==> config.mk <==
export PLATFORM = sky130hd
export DESIGN_NAME = template_to_script_transcoder_core
export DESIGN_NICKNAME = d
export VERILOG_FILES = /design/src/sv/ttst_pkg.sv /design/src/sv/ttst_front.sv /design/src/sv/ttst_cmdq.sv /design/src/sv/ttst_back.sv /design/src/sv/template_to_script_transcoder_core.sv
export VERILOG_INCLUDE_DIRS = /design/src /design/src/sv
export SDC_FILE = /design/constraint.sdc
export NUM_CORES = 1
export LEC_CHECK = 0
export BUFFER_PORTS_ARGS = -buffer_cell sky130_fd_sc_hd__buf_2
export CORE_AREA = 2 2 166 168
export CTS_CLUSTER_DIAMETER = 30
export DETAILED_ROUTE_END_ITERATION = 7
export DIE_AREA = 0 0 168 170
export PLACE_DENSITY = 0.65
export SYNTH_ARGS = -nofsm -noshare
export SYNTH_HDL_FRONTEND = slang
export SYNTH_SLANG_ARGS = --single-unit
==> constraint.sdc <==
create_clock -name aclk -period 14.35 [get_ports aclk]
set_input_delay 1.435 -clock aclk [delete_from_list [all_inputs] [get_ports aclk]]
set_output_delay 1.435 -clock aclk [all_outputs]
set_load 0.02 [all_outputs]
==> src/sv/template_to_script_transcoder_core_assert.svh <==
// Assertion macros shared by the transcoder modules.
`ifndef TEMPLATE_TO_SCRIPT_TRANSCODER_CORE_ASSERT_SVH
`define TEMPLATE_TO_SCRIPT_TRANSCODER_CORE_ASSERT_SVH

// Property checked at every clock edge outside reset.
`define TTST_ASSERT(label, prop, msg) \
    label: assert property (@(posedge aclk) disable iff (!aresetn) prop) else $error(msg);

// Consequence checked in the cycle after the antecedent.
`define TTST_ASSERT_NEXT(label, ante, cons, msg) \
    label: assert property (@(posedge aclk) disable iff (!aresetn) (ante) |=> (cons)) \
        else $error(msg);

`endif

==> src/sv/ttst_pkg.sv <==
// Types, codes and text constants of the template-to-script transcoder.
package ttst_pkg;

    localparam int MAX_OUT = 12;

    // ASCII bytes used by the escaping rules
    localparam logic [7:0] CH_LF     = 8'h0A;
    localparam logic [7:0] CH_TAB    = 8'h09;
    localparam logic [7:0] CH_BSLASH = 8'h5C;
    localparam logic [7:0] CH_QUOTE  = 8'h22;
    localparam logic [7:0] CH_HASH   = 8'h23;

    // Status codes carried on every result
    localparam logic [1:0] ST_RUN     = 2'd0;
    localparam logic [1:0] ST_OK      = 2'd1;
    localparam logic [1:0] ST_MISSING = 2'd2;

    // Leading string of a command
    typedef enum logic [1:0] {
        PRE_NONE,
        PRE_PRINT,   // print "
        PRE_LEAVE    // "; 
    } pre_sel_t;

    // Fixed string after the raw bytes
    typedef enum logic [1:0] {
        TAIL_NONE,
        TAIL_EXPR_OPEN,   // print((
        TAIL_EXPR_CLOSE,  // )); 
        TAIL_STMT_CLOSE   // ; 
    } tail_sel_t;

    // Configuration registers
    typedef struct packed {
        logic [7:0] begin_first;
        logic [7:0] begin_second;
        logic [7:0] end_first;
        logic [7:0] end_second;
        logic [7:0] expression_mark;
        logic [7:0] comment_mark;
    } cfg_t;

    // One classified input word: output is pre, raw bytes, tail, escaped byte
    typedef struct packed {
        pre_sel_t   pre;
        logic [1:0] nraw;
        logic [7:0] raw0;
        logic [7:0] raw1;
        tail_sel_t  tail;
        logic       esc_en;
        logic [7:0] esc_char;
        logic [1:0] status;
    } cmd_t;

    function automatic logic [3:0] pre_len(input pre_sel_t sel);
        case (sel)
            PRE_PRINT: pre_len = 4'd7;
            PRE_LEAVE: pre_len = 4'd3;
            default:   pre_len = 4'd0;
        endcase
    endfunction

    function automatic logic [7:0] pre_byte(input pre_sel_t sel, input logic [2:0] idx);
        logic [7:0] b;
        b = 8'h00;
        if (sel == PRE_LEAVE) begin
            case (idx)
                3'd0:    b = CH_QUOTE;
                3'd1:    b = 8'h3B;
                default: b = 8'h20;
            endcase
        end else begin
            case (idx)
                3'd0:    b = 8'h70;
                3'd1:    b = 8'h72;
                3'd2:    b = 8'h69;
                3'd3:    b = 8'h6E;
                3'd4:    b = 8'h74;
                3'd5:    b = 8'h20;
                default: b = CH_QUOTE;
            endcase
        end
        return b;
    endfunction

    function automatic logic [3:0] tail_len(input tail_sel_t sel);
        case (sel)
            TAIL_EXPR_OPEN:  tail_len = 4'd7;
            TAIL_EXPR_CLOSE: tail_len = 4'd4;
            TAIL_STMT_CLOSE: tail_len = 4'd2;
            default:         tail_len = 4'd0;
        endcase
    endfunction

    function automatic logic [7:0] tail_byte(input tail_sel_t sel, input logic [2:0] idx);
        logic [7:0] b;
        b = 8'h00;
        case (sel)
            TAIL_EXPR_OPEN: begin
                case (idx)
                    3'd0:    b = 8'h70;
                    3'd1:    b = 8'h72;
                    3'd2:    b = 8'h69;
                    3'd3:    b = 8'h6E;
                    3'd4:    b = 8'h74;
                    default: b = 8'h28;
                endcase
            end
            TAIL_EXPR_CLOSE: begin
                case (idx)
                    3'd0, 3'd1: b = 8'h29;
                    3'd2:       b = 8'h3B;
                    default:    b = 8'h20;
                endcase
            end
            TAIL_STMT_CLOSE: b = (idx == 3'd0) ? 8'h3B : 8'h20;
            default:         b = 8'h00;
        endcase
        return b;
    endfunction

    // Length of a text byte after escaping
    function automatic logic [3:0] esc_len(input logic [7:0] c);
        if (c == CH_LF)
            esc_len = 4'd4;
        else if (c == CH_TAB || c == CH_BSLASH || c == CH_QUOTE || c == CH_HASH)
            esc_len = 4'd2;
        else
            esc_len = 4'd1;
    endfunction

    function automatic logic [7:0] esc_byte(input logic [7:0] c, input logic [1:0] idx);
        logic [7:0] b;
        b = c;
        if (c == CH_LF) begin
            case (idx)
                2'd0:    b = CH_BSLASH;
                2'd1:    b = 8'h6E;
                2'd2:    b = CH_QUOTE;
                default: b = CH_LF;
            endcase
        end else if (c == CH_TAB) begin
            b = (idx == 2'd0) ? CH_BSLASH : 8'h74;
        end else if (c == CH_BSLASH || c == CH_QUOTE || c == CH_HASH) begin
            b = (idx == 2'd0) ? CH_BSLASH : c;
        end
        return b;
    endfunction

endpackage

==> src/sv/ttst_front.sv <==
// Front end: parses template words and turns each into one output command.
`include "template_to_script_transcoder_core_assert.svh"

module ttst_front (
    input  logic              aclk,
    input  logic              aresetn,
    input  ttst_pkg::cfg_t    cfg,
    input  logic              s_tvalid,
    output logic              s_tready,
    input  logic [7:0]        s_tdata,   // [7:0] in_byte
    input  logic              s_tlast,   // end_of_input
    input  logic              q_full,
    output logic              q_push,
    output ttst_pkg::cmd_t    q_cmd
);

    localparam logic [1:0] MODE_TEXT     = 2'd0;
    localparam logic [1:0] MODE_AFTER_B1 = 2'd1;
    localparam logic [1:0] MODE_PAIR     = 2'd2;
    localparam logic [1:0] MODE_CODE     = 2'd3;

    localparam logic [1:0] KIND_STMT    = 2'd0;
    localparam logic [1:0] KIND_EXPR    = 2'd1;
    localparam logic [1:0] KIND_COMMENT = 2'd2;

    logic [1:0] mode_reg, mode_next;
    logic       so_reg, so_next;
    logic [1:0] kind_reg, kind_next;
    logic [1:0] prev_reg, prev_next;
    logic       pend_reg, pend_next;

    logic       accept;
    logic [7:0] c;
    logic       c_is_bf, c_is_bs, c_is_ef, c_is_es, c_is_em, c_is_cm, c_is_lf;
    logic [1:0] class_c, class_ef;
    logic       emit_ef, emit_c;
    ttst_pkg::pre_sel_t open_pre;
    ttst_pkg::cmd_t     cmd;

    assign accept   = s_tvalid && s_tready;
    assign s_tready = !q_full;
    assign q_push   = accept;
    assign q_cmd    = cmd;

    assign c       = s_tdata;
    assign c_is_bf = (c == cfg.begin_first);
    assign c_is_bs = (c == cfg.begin_second);
    assign c_is_ef = (c == cfg.end_first);
    assign c_is_es = (c == cfg.end_second);
    assign c_is_em = (c == cfg.expression_mark);
    assign c_is_cm = (c == cfg.comment_mark);
    assign c_is_lf = (c == ttst_pkg::CH_LF);

    // class bits: bit0 = LF, bit1 = end_first
    assign class_c  = {c_is_ef, c_is_lf};
    assign class_ef = {1'b1, cfg.end_first == ttst_pkg::CH_LF};

    // opening a print string only when none is open
    assign open_pre = so_reg ? ttst_pkg::PRE_NONE : ttst_pkg::PRE_PRINT;

    assign emit_ef = (kind_reg != KIND_COMMENT);
    assign emit_c  = !c_is_ef && (c_is_lf || kind_reg != KIND_COMMENT);

    // classify the word and compute the next parser state
    always_comb begin
        cmd       = '0;
        cmd.status = ttst_pkg::ST_RUN;
        mode_next = mode_reg;
        so_next   = so_reg;
        kind_next = kind_reg;
        prev_next = prev_reg;
        pend_next = pend_reg;

        if (s_tlast) begin
            case (mode_reg)
                MODE_TEXT: begin
                    if (so_reg) begin
                        cmd.nraw = 2'd1;
                        cmd.raw0 = ttst_pkg::CH_QUOTE;
                    end
                    cmd.status = ttst_pkg::ST_OK;
                end
                MODE_AFTER_B1: begin
                    cmd.pre    = open_pre;
                    cmd.nraw   = 2'd2;
                    cmd.raw0   = cfg.begin_first;
                    cmd.raw1   = ttst_pkg::CH_QUOTE;
                    cmd.status = ttst_pkg::ST_OK;
                end
                default: cmd.status = ttst_pkg::ST_MISSING;
            endcase
            mode_next = MODE_TEXT;
            so_next   = 1'b0;
            kind_next = KIND_STMT;
            prev_next = 2'd0;
            pend_next = 1'b0;
        end else begin
            case (mode_reg)
                MODE_TEXT: begin
                    if (c_is_bf) begin
                        mode_next = MODE_AFTER_B1;
                    end else begin
                        cmd.pre      = open_pre;
                        cmd.esc_en   = 1'b1;
                        cmd.esc_char = c;
                        so_next      = !c_is_lf;
                    end
                end
                MODE_AFTER_B1: begin
                    if (c_is_bs) begin
                        mode_next = MODE_PAIR;
                    end else begin
                        // lone begin_first goes out raw, this byte is fresh text or a new begin_first
                        cmd.pre  = open_pre;
                        cmd.nraw = 2'd1;
                        cmd.raw0 = cfg.begin_first;
                        if (c_is_bf) begin
                            mode_next = MODE_AFTER_B1;
                            so_next   = 1'b1;
                        end else begin
                            mode_next    = MODE_TEXT;
                            cmd.esc_en   = 1'b1;
                            cmd.esc_char = c;
                            so_next      = !c_is_lf;
                        end
                    end
                end
                MODE_PAIR: begin
                    if (c_is_bs) begin
                        // doubled begin_second is a literal marker
                        cmd.pre   = open_pre;
                        cmd.nraw  = 2'd2;
                        cmd.raw0  = cfg.begin_first;
                        cmd.raw1  = cfg.begin_second;
                        mode_next = MODE_TEXT;
                        so_next   = 1'b1;
                    end else begin
                        cmd.pre   = so_reg ? ttst_pkg::PRE_LEAVE : ttst_pkg::PRE_NONE;
                        so_next   = 1'b0;
                        mode_next = MODE_CODE;
                        prev_next = 2'd0;
                        pend_next = 1'b0;
                        if (c_is_cm) begin
                            kind_next = KIND_COMMENT;
                        end else if (c_is_em) begin
                            kind_next = KIND_EXPR;
                            cmd.tail  = ttst_pkg::TAIL_EXPR_OPEN;
                        end else begin
                            kind_next = KIND_STMT;
                            if (c_is_ef) begin
                                pend_next = 1'b1;
                            end else begin
                                cmd.nraw  = 2'd1;
                                cmd.raw0  = c;
                                prev_next = class_c;
                            end
                        end
                    end
                end
                default: begin
                    if (pend_reg) begin
                        pend_next = 1'b0;
                        if (c_is_es) begin
                            // section closes
                            if (kind_reg == KIND_EXPR)
                                cmd.tail = ttst_pkg::TAIL_EXPR_CLOSE;
                            else if (kind_reg == KIND_STMT && !prev_reg[0])
                                cmd.tail = ttst_pkg::TAIL_STMT_CLOSE;
                            mode_next = MODE_TEXT;
                            so_next   = 1'b0;
                        end else begin
                            // literal end_first, then this byte as code
                            cmd.nraw  = {1'b0, emit_ef} + {1'b0, emit_c};
                            cmd.raw0  = emit_ef ? cfg.end_first : c;
                            cmd.raw1  = c;
                            prev_next = c_is_ef ? class_ef : class_c;
                        end
                    end else begin
                        if (c_is_ef) begin
                            if (!prev_reg[1])
                                pend_next = 1'b1;
                        end else begin
                            if (emit_c) begin
                                cmd.nraw = 2'd1;
                                cmd.raw0 = c;
                            end
                            prev_next = class_c;
                        end
                    end
                end
            endcase
        end
    end

    // parser state
    always_ff @(posedge aclk) begin
        if (!aresetn) begin
            mode_reg <= MODE_TEXT;
            so_reg   <= 1'b0;
            kind_reg <= KIND_STMT;
            prev_reg <= 2'd0;
            pend_reg <= 1'b0;
        end else if (accept) begin
            mode_reg <= mode_next;
            so_reg   <= so_next;
            kind_reg <= kind_next;
            prev_reg <= prev_next;
            pend_reg <= pend_next;
        end
    end

    `TTST_ASSERT(pend_only_in_code, pend_reg |-> (mode_reg == MODE_CODE),
                 "pending end_first outside a code section")
    `TTST_ASSERT_NEXT(eoi_clears_state, accept && s_tlast,
                      mode_reg == MODE_TEXT && !so_reg && !pend_reg && prev_reg == 2'd0,
                      "state not cleared after end of input")
    `TTST_ASSERT(string_closed_in_code, (mode_reg == MODE_CODE) |-> !so_reg,
                 "print string open inside a code section")

endmodule

==> src/sv/ttst_cmdq.sv <==
// Command queue between the parser and the byte serializer.
`include "template_to_script_transcoder_core_assert.svh"

module ttst_cmdq #(
    parameter int DEPTH = 4
) (
    input  logic            aclk,
    input  logic            aresetn,
    input  logic            push,
    input  ttst_pkg::cmd_t  push_cmd,
    output logic            full,
    input  logic            pop,
    output logic            head_valid,
    output ttst_pkg::cmd_t  head_cmd
);

    localparam int PW = (DEPTH > 1) ? $clog2(DEPTH) : 1;
    localparam int CW = $clog2(DEPTH + 1);

    ttst_pkg::cmd_t entry_reg [DEPTH];
    logic [PW-1:0]  wr_ptr_reg, wr_ptr_next;
    logic [PW-1:0]  rd_ptr_reg, rd_ptr_next;
    logic [CW-1:0]  count_reg, count_next;

    assign full       = (count_reg == CW'(DEPTH));
    assign head_valid = (count_reg != '0);
    assign head_cmd   = entry_reg[rd_ptr_reg];

    // pointer wrap and occupancy
    always_comb begin
        wr_ptr_next = wr_ptr_reg;
        rd_ptr_next = rd_ptr_reg;
        count_next  = count_reg;
        if (push)
            wr_ptr_next = (wr_ptr_reg == PW'(DEPTH - 1)) ? '0 : wr_ptr_reg + 1'b1;
        if (pop)
            rd_ptr_next = (rd_ptr_reg == PW'(DEPTH - 1)) ? '0 : rd_ptr_reg + 1'b1;
        if (push && !pop)
            count_next = count_reg + 1'b1;
        else if (pop && !push)
            count_next = count_reg - 1'b1;
    end

    always_ff @(posedge aclk) begin
        if (!aresetn) begin
            wr_ptr_reg <= '0;
            rd_ptr_reg <= '0;
            count_reg  <= '0;
        end else begin
            wr_ptr_reg <= wr_ptr_next;
            rd_ptr_reg <= rd_ptr_next;
            count_reg  <= count_next;
        end
    end

    // entry storage
    always_ff @(posedge aclk) begin
        if (push)
            entry_reg[wr_ptr_reg] <= push_cmd;
    end

    `TTST_ASSERT(count_in_range, count_reg <= CW'(DEPTH), "queue count beyond depth")
    `TTST_ASSERT(pop_needs_entry, pop |-> (count_reg != '0), "pop from an empty queue")

endmodule

==> src/sv/ttst_back.sv <==
// Back end: expands queued commands into output bytes, one word per cycle while the output is ready.
`include "template_to_script_transcoder_core_assert.svh"

module ttst_back (
    input  logic            aclk,
    input  logic            aresetn,
    input  logic            head_valid,
    input  ttst_pkg::cmd_t  head_cmd,
    output logic            pop,
    output logic            m_tvalid,
    input  logic            m_tready,
    output logic [7:0]      m_tdata,   // [7:0] out_byte
    output logic [2:0]      m_tuser,   // [0] byte_valid, [2:1] status
    output logic            m_tlast    // last_of_run
);

    logic [3:0] pos_reg, pos_next;
    logic       valid_reg;
    logic [7:0] data_reg;
    logic [2:0] user_reg;
    logic       last_reg;

    logic       advance;
    logic [3:0] b1, b2, b3, total, le;
    logic [3:0] off_raw, off_tail, off_esc;
    logic       is_empty, is_last;
    logic [7:0] byte_sel;

    // segment boundaries of the current command
    assign b1      = ttst_pkg::pre_len(head_cmd.pre);
    assign b2      = b1 + {2'b00, head_cmd.nraw};
    assign b3      = b2 + ttst_pkg::tail_len(head_cmd.tail);
    assign le      = head_cmd.esc_en ? ttst_pkg::esc_len(head_cmd.esc_char) : 4'd0;
    assign total   = b3 + le;
    assign off_raw = pos_reg - b1;
    assign off_tail = pos_reg - b2;
    assign off_esc = pos_reg - b3;

    assign is_empty = (total == 4'd0);
    assign is_last  = is_empty || (pos_reg == total - 4'd1);

    assign advance = head_valid && (!valid_reg || m_tready);
    assign pop     = advance && is_last;

    // byte at the current position
    always_comb begin
        if (is_empty)
            byte_sel = 8'h00;
        else if (pos_reg < b1)
            byte_sel = ttst_pkg::pre_byte(head_cmd.pre, pos_reg[2:0]);
        else if (pos_reg < b2)
            byte_sel = (off_raw == 4'd0) ? head_cmd.raw0 : head_cmd.raw1;
        else if (pos_reg < b3)
            byte_sel = ttst_pkg::tail_byte(head_cmd.tail, off_tail[2:0]);
        else
            byte_sel = ttst_pkg::esc_byte(head_cmd.esc_char, off_esc[1:0]);
    end

    always_comb begin
        pos_next = pos_reg;
        if (advance)
            pos_next = is_last ? 4'd0 : pos_reg + 4'd1;
    end

    // position counter and output valid
    always_ff @(posedge aclk) begin
        if (!aresetn) begin
            pos_reg   <= 4'd0;
            valid_reg <= 1'b0;
        end else begin
            pos_reg <= pos_next;
            if (advance)
                valid_reg <= 1'b1;
            else if (m_tready)
                valid_reg <= 1'b0;
        end
    end

    // output word register
    always_ff @(posedge aclk) begin
        if (advance) begin
            data_reg <= byte_sel;
            user_reg <= {head_cmd.status, !is_empty};
            last_reg <= is_last;
        end
    end

    assign m_tvalid = valid_reg;
    assign m_tdata  = data_reg;
    assign m_tuser  = user_reg;
    assign m_tlast  = last_reg;

    `TTST_ASSERT(pos_in_range, pos_reg < 4'(ttst_pkg::MAX_OUT), "byte position out of range")
    `TTST_ASSERT(empty_word_alone, (m_tvalid && !m_tuser[0]) |-> m_tlast,
                 "empty result word is not the last of its run")

endmodule

==> src/sv/template_to_script_transcoder_core.sv <==
// Top level of the template-to-script transcoder: config registers, parser, queue, serializer.
//
// Template bytes enter on the s_ stream, one word per cycle, as long as the command queue
// has room; each word is parsed combinationally and leaves a command in a QUEUE_DEPTH-entry
// queue. The serializer expands each command into 1 to 12 result words on the m_ stream at
// one word per clock while m_tready allows, so the sustained rate is set by the output byte
// count: a command stays at the queue head until all its result words have left (a single
// empty word for one that makes no byte). An accepted item is held in a queue entry, and its
// result words leave the output word register. Configuration registers sit on the APB
// port at byte addresses 0, 4, .., 20 and are to be written only while the block is idle.
module template_to_script_transcoder_core #(
    parameter int QUEUE_DEPTH = 4
) (
    input  logic        aclk,
    input  logic        aresetn,
    // configuration port
    input  logic        psel,
    input  logic        penable,
    input  logic        pwrite,
    input  logic [4:0]  paddr,
    input  logic [31:0] pwdata,
    output logic [31:0] prdata,
    output logic        pready,
    // template stream
    input  logic        s_tvalid,
    output logic        s_tready,
    input  logic [7:0]  s_tdata,    // [7:0] in_byte
    input  logic        s_tlast,    // end_of_input
    // script stream
    output logic        m_tvalid,
    input  logic        m_tready,
    output logic [7:0]  m_tdata,    // [7:0] out_byte
    output logic [2:0]  m_tuser,    // [0] byte_valid, [2:1] status
    output logic        m_tlast     // last_of_run
);

    localparam logic [2:0] REG_BEGIN_FIRST  = 3'd0;
    localparam logic [2:0] REG_BEGIN_SECOND = 3'd1;
    localparam logic [2:0] REG_END_FIRST    = 3'd2;
    localparam logic [2:0] REG_END_SECOND   = 3'd3;
    localparam logic [2:0] REG_EXPR_MARK    = 3'd4;
    localparam logic [2:0] REG_COMMENT_MARK = 3'd5;

    ttst_pkg::cfg_t cfg_reg;
    logic           cfg_write;
    logic [2:0]     reg_idx;

    logic           q_push, q_full, q_pop, q_head_valid;
    ttst_pkg::cmd_t q_push_cmd, q_head_cmd;

    assign pready    = 1'b1;
    assign reg_idx   = paddr[4:2];
    assign cfg_write = psel && penable && pwrite && pready;

    // configuration registers
    always_ff @(posedge aclk) begin
        if (!aresetn) begin
            cfg_reg.begin_first     <= 8'd60;
            cfg_reg.begin_second    <= 8'd37;
            cfg_reg.end_first       <= 8'd37;
            cfg_reg.end_second      <= 8'd62;
            cfg_reg.expression_mark <= 8'd61;
            cfg_reg.comment_mark    <= 8'd35;
        end else if (cfg_write) begin
            case (reg_idx)
                REG_BEGIN_FIRST:  cfg_reg.begin_first     <= pwdata[7:0];
                REG_BEGIN_SECOND: cfg_reg.begin_second    <= pwdata[7:0];
                REG_END_FIRST:    cfg_reg.end_first       <= pwdata[7:0];
                REG_END_SECOND:   cfg_reg.end_second      <= pwdata[7:0];
                REG_EXPR_MARK:    cfg_reg.expression_mark <= pwdata[7:0];
                REG_COMMENT_MARK: cfg_reg.comment_mark    <= pwdata[7:0];
                default: ;
            endcase
        end
    end

    // register read back
    always_comb begin
        case (reg_idx)
            REG_BEGIN_FIRST:  prdata = {24'd0, cfg_reg.begin_first};
            REG_BEGIN_SECOND: prdata = {24'd0, cfg_reg.begin_second};
            REG_END_FIRST:    prdata = {24'd0, cfg_reg.end_first};
            REG_END_SECOND:   prdata = {24'd0, cfg_reg.end_second};
            REG_EXPR_MARK:    prdata = {24'd0, cfg_reg.expression_mark};
            REG_COMMENT_MARK: prdata = {24'd0, cfg_reg.comment_mark};
            default:          prdata = 32'd0;
        endcase
    end

    ttst_front u_front (
        .aclk     (aclk),
        .aresetn  (aresetn),
        .cfg      (cfg_reg),
        .s_tvalid (s_tvalid),
        .s_tready (s_tready),
        .s_tdata  (s_tdata),
        .s_tlast  (s_tlast),
        .q_full   (q_full),
        .q_push   (q_push),
        .q_cmd    (q_push_cmd)
    );

    ttst_cmdq #(
        .DEPTH (QUEUE_DEPTH)
    ) u_cmdq (
        .aclk       (aclk),
        .aresetn    (aresetn),
        .push       (q_push),
        .push_cmd   (q_push_cmd),
        .full       (q_full),
        .pop        (q_pop),
        .head_valid (q_head_valid),
        .head_cmd   (q_head_cmd)
    );

    ttst_back u_back (
        .aclk       (aclk),
        .aresetn    (aresetn),
        .head_valid (q_head_valid),
        .head_cmd   (q_head_cmd),
        .pop        (q_pop),
        .m_tvalid   (m_tvalid),
        .m_tready   (m_tready),
        .m_tdata    (m_tdata),
        .m_tuser    (m_tuser),
        .m_tlast    (m_tlast)
    );

endmodule
=== Word level (Yosys, flattened, before mapping) ===
Memories as Yosys holds them, arrays and structs flattened. A register that Yosys moved wholly into a read port is not among the register bits.
Cells that the tools add are included.

* Logic and storage cells: 246
* Memory bits (writable): 132
* Flip-flop bits (word level): 80
* Bits in latches: 0
* Input port bits: 53
* Output and inout port bits: 47
* ROM bits: 0
* Memories kept: 1

* Shifts and indexed selects: 0
* Add/sub/neg operators: 13
* $lt $le $gt $ge: 3
* Multipliers: 0
* Reduce and logical (&&, ||, !) cells: 52
* Equality and inequality tests: 50
* Bitwise logic cells: 0
* Divide/modulo/power cells: 0
* Mux-type cells: 108

{| class="wikitable"
|+ Memory list
! name !! depth !! bits a word !! read ports !! clocked after memory_dff !! write ports !! line !! text
|-
| u_cmdq.entry_reg || 4 || 33 || 1 || 1 || 1 || ttst_cmdq.sv:20 || <nowiki>ttst_pkg::cmd_t entry_reg [DEPTH];</nowiki>
|}

{| class="wikitable"
|+ Operator list
! operator !! number
|-
| two-way mux 8 bit || 11
|-
| two-way mux 2 bit || 33
|-
| two-way mux 9 bit || 7
|-
| == test 8 bit || 6
|-
| one-hot mux 8 bit (6 select lines) || 1
|-
| one-hot mux 7 bit (6 select lines) || 1
|-
| one-hot mux 10 bit (2 select lines) || 2
|-
| one-hot mux 7 bit (5 select lines) || 1
|-
| == test 8 x 4 -> 1 bit, second input constant || 4
|-
| two-way mux 10 bit || 3
|-
| one-hot mux 10 bit (3 select lines) || 1
|-
| two-way mux 12 bit || 2
|-
| one-hot mux 8 bit (3 select lines) || 1
|-
| two-way mux 1 bit || 23
|-
| one-hot mux 7 bit (3 select lines) || 1
|-
| two-way mux 20 bit || 1
|-
| one-hot mux 5 bit (2 select lines) || 2
|-
| == test 3 x 2 -> 1 bit, second input constant || 6
|-
| == test 3 bit, second input constant || 6
|-
| two-way mux 18 bit || 1
|-
| one-hot mux 9 bit (2 select lines) || 1
|-
| == test 8 x 6 -> 1 bit, second input constant || 2
|-
| == test 2 bit, second input constant || 7
|-
| two-way mux 4 bit || 3
|-
| other kinds (48) || 100
|}

=== Logic depth before layout (Yosys ltp) ===
* Depth in word-level cells: 15
* Gate-level depth with buffers: 28
* Gate-level depth less buffers: 24

=== By module ===
Synthesis repeated with hierarchy kept, for this count alone.

* Cell total of the unflattened synthesis: 1078
* Area, all modules: 12330.6 um2

{| class="wikitable"
|+ By module, submodules not included
! module !! sequential area each (um2) !! area each (um2) !! instances !! cells an instance
|-
| ttst_cmdq || 4144.0 || 5267.6 || 1 || 217
|-
| template_to_script_transcoder_core || 960.9 || 2492.4 || 1 || 264
|-
| ttst_back || 460.4 || 2344.7 || 1 || 278
|-
| ttst_front || 160.2 || 2225.9 || 1 || 319
|}

=== Worst setup path before layout ===
Ideal clock, no wire load.

* Path kind: reg2reg
* Start: register (tool-made name)
* End: register u_cmdq.count_reg[2]
* Stages on the path, launching flop included: 28
* Data required time: 14274 ps
* Arrival time: 6425 ps
* Period minus slack after synthesis: 6500 ps
* Slack: 7850 ps
* Buffers on the path: 4
* Library setup time: 76 ps
* Cells stage by stage: dfxtp_1 -> buf_6 -> buf_2 -> buf_4 -> buf_2 -> mux4_2 -> ha_1 -> inv_1 -> ha_1 -> inv_1 -> fa_1 -> inv_1 -> fa_1 -> fa_1 -> inv_1 -> ha_1 -> xor2_1 -> nand2_1 -> nor4bb_1 -> mux2i_1 -> a21boi_0 -> inv_1 -> ha_1 -> inv_1 -> fa_1 -> xor2_1 -> or3_1 -> a21boi_0

{| class="wikitable"
|+ RTL lines
! element !! line !! text
|-
| end signal, assigned || ttst_cmdq.sv:52 || <nowiki>count_reg <= count_next;</nowiki>
|-
| end, declared || ttst_cmdq.sv:23 || <nowiki>logic [CW-1:0] count_reg, count_next;</nowiki>
|}

==> out/results.txt <==
Outcome - finished clean
P per Cell Area - 201.8 nW/um2
Number of synthesized flops with an enable pin - 144
Yosys top cell by area - edfxtp_1
Die area - 28560 um2
Setup TNS - 0 ns
Share of layout cells above drive strength 1 - 16.30%
Hold bufs inserted after CTS - 0
Synth warn - 0
Worst path cell trace - buf_4, mux4_2, ha_1, inv_1, ha_1, inv_1, fa_1, inv_1, fa_1, fa_1, inv_1, ha_1, xor2_1, nand2_1, nor4bb_1, mux2i_1, a21boi_0, inv_1, ha_1, inv_1, fa_1, xor2_1, or3_1, a21boi_0
Period utilization - 47.07%
RePlAce Congestion - 0.8567
Largest cells by area after synthesis - edfxtp_1 (37%), dfxtp_1 (12%), mux4_2 (5.1%)
Latest clock arrival within the worst-skew pair - 0.54 ns
Yosys top cell area share - 36.51%
Final #Nets - 1202
Critical Path End - u_cmdq.count_reg[2]
Die W - 168 um
Comb power frac - 33.2%
Hold Crit Depth - 2
Global route overflow - 0
Critical path fanouts, max - 36
Fin cells - 1476
Die H - 170 um
Synth Instances - 1047
Max reg flops - 132
Core ar. - 26650 um2
Commonest non-fill, non-tap cell in the layout - edfxtp_1
Total setup buffers inserted after CTS - 0
Worst EP required - 14.79 ns
CTS Buf Count - 45
Reg2reg end - u_cmdq.count_reg[2]
P_sw - 0.0009416 W
VDD IR max - 0.0001197 V
RSZ-0062 raised after global routing - false
FF-to-FF path depth - 24
Switching Fraction - 33.55%
Slew Viols, Final - 0
Area delta synth->final - 17.43%
Final core occ - 52.19%
Max Root-Sink Buffers - 3
Element type at the critical path end - flip-flop
DR WL/cell - 19.26 um
Vias in the first global route - 8276
Async SR Flop Fraction - 0%
Fillers - 2298
Clk_skew - 0.02689 ns
DR vias - 8452
Critical path class - reg -> reg
Fmax - 0.1480 GHz
GRT Overall Usage - 20.12%
Clock root cell - clkbuf_16
Post-layout min period - 6.755 ns
H-Tree Level Count - 2
CTS clk-pin slew, worst paths - 0.05 ns
CP Launch Type - flip-flop
Normalized max-slew margin - 27.58%
CP max stage delay - 0.60 ns
Most frequent CP cell - inv_1
Worst R2R Setup Slack - 7.60 ns
Clock sinks - 214
Worst-Margin Slew - 1.078 ns
Port Buf Inserts - 48
Syn Area/Cell - 11.31 um2
Cell family with most CP delay - adder cells
Max-cap violations - 0
Sequential cell area fraction in the yosys report - 48.34%
CTS tree - yes
Post-detailed-route count of antenna-violating nets - 0
First-pass GRT wire length - 45400 um
Post-CTS Resized - 0
Clock power frac - 39.5%
Initial core utilization - 44.45%
Std-Cell Rows - 60
Pleak - 5.081 nW
DR iter-0 viols - 730
Initial antenna violation count - 0
Via density - 5.726
Largest net degree at the start of global routing - 77
Slowest cell on crit path - mux4_2
Commonest cells after routing, fill and taps aside - edfxtp_1 (144), nand2_1 (92), dfxtp_1 (69)
Critical path buffers and inverters - 7
Final setup violating endpoints - 0
Dominant synthesized flop cell - edfxtp_1
Drt pass-1 iters - 6
Post-route DRC - 0
Final hold viol count - 0
Post-DP HPWL - 19440 um
Sequential share of power - 27.3%
Syn Std Cell Area - 11850 um2
Ports - 100
Yosys cell types - 70
CP arrival - 7.20 ns
Placed insts - 1392
FF+latch count, synth - 214
WL final - 28430 um
Int Pwr - 0.001865 W
Hold Path Class - reg -> reg
WP depth - 24
Ant. Diodes - 0
==> final cells by class <==
class	count	area (um2)	share of cell area, %
clock buffers	49	1172	8.428
clock inverters	35	476.7	3.427
flip-flops and latches	214	5727	41.17
repair buffers	55	292.8	2.105
inverters	44	165.2	1.187
multi-input cells	738	5649	40.61
well taps	341	426.7	3.067
==> power groups by stage <==
stage	clock network [W]	logic (W)	registers, W
3_3_place_gp	0	0.000906	0.000775
6_report	0.00111	0.000932	0.000767
5_1_grt	0.00116	0.00105	0.000772
4_1_cts	0.00113	0.000930	0.000767
3_5_place_dp	0	0.000924	0.000778
2_1_floorplan	0	0.000691	0.000795
==> logic make-up after synthesis <==
family	Yosys count	synth area share, %
multiplexers	92	11.14
XOR/XNOR	61	4.637
AO/OA/AOI/OAI	203	11.76
flip-flops	214	48.34
adder cells (fa/ha/maj)	51	5.767
other	2	0.06340
buffers and inverters	118	4.774
AND/OR/NAND/NOR	306	13.52
==> worst min-delay path: stages (launching register included) <==
cell     delay (ns)
dfxtp_1        0.31
nand2_1        0.06
mux2i_1        0.07
==> synthesized netlist by cell type, types with 31 or more instances <==
| master | count |
|---|---|
| a21oi_1 | 48 |
| clkbuf_1 | 31 |
| dfxtp_1 | 70 |
| edfxtp_1 | 144 |
| ha_1 | 45 |
| inv_1 | 42 |
| mux2i_1 | 52 |
| nand2_1 | 92 |
| nand3_1 | 33 |
| nor2_1 | 50 |
| nor2b_1 | 32 |
| xnor2_1 | 38 |
==> worst min-delay path by stage <==
| stage | from | slack (ns) | endpoint |
|---|---|---|---|
| 4_1_cts | u_cmdq.rd_ptr_reg[1] | 0.49 | flip-flop |
| 5_1_grt | u_cmdq.wr_ptr_reg[1] | 0.54 | u_cmdq.wr_ptr_reg[1] |
| 3_3_place_gp | u_cmdq.rd_ptr_reg[1] | 0.47 | u_cmdq.rd_ptr_reg[1] |
| 3_5_place_dp | u_cmdq.rd_ptr_reg[1] | 0.49 | u_cmdq.rd_ptr_reg[1] |
| 2_1_floorplan | u_cmdq.rd_ptr_reg[1] | 0.45 | flip-flop |
| 6_report | u_cmdq.rd_ptr_reg[1] | 0.49 | flip-flop |
==> metal layers <==
| layer | global-route usage [%] | up-vias | wire (um) |
|---|---|---|---|
| li1 | - | 4000 | - |
| met1 | 26.48 | 4122 | 12310 |
| met2 | 33.99 | 276 | 13920 |
| met3 | 3.047 | 54 | 1496 |
| met4 | 7.108 | 0 | 703 |
| met5 | 0 | - | 0 |
==> through the flow <==
step / worst slack, ns / hold slack [ns] / power, W / area (um2)
floorplan: 7.850 / 0.4539 / 0.001486 / 11930
global route: 7.055 / 0.5373 / 0.002983 / 13910
CTS: 7.529 / 0.4930 / 0.002824 / 13910
global placement: 7.654 / 0.4729 / 0.001681 / 12260
finish: 7.595 / 0.4927 / 0.002806 / 13910
detailed placement: 7.551 / 0.4851 / 0.001702 / 12260
No activity file was read; power rests on OpenSTA's default activity.
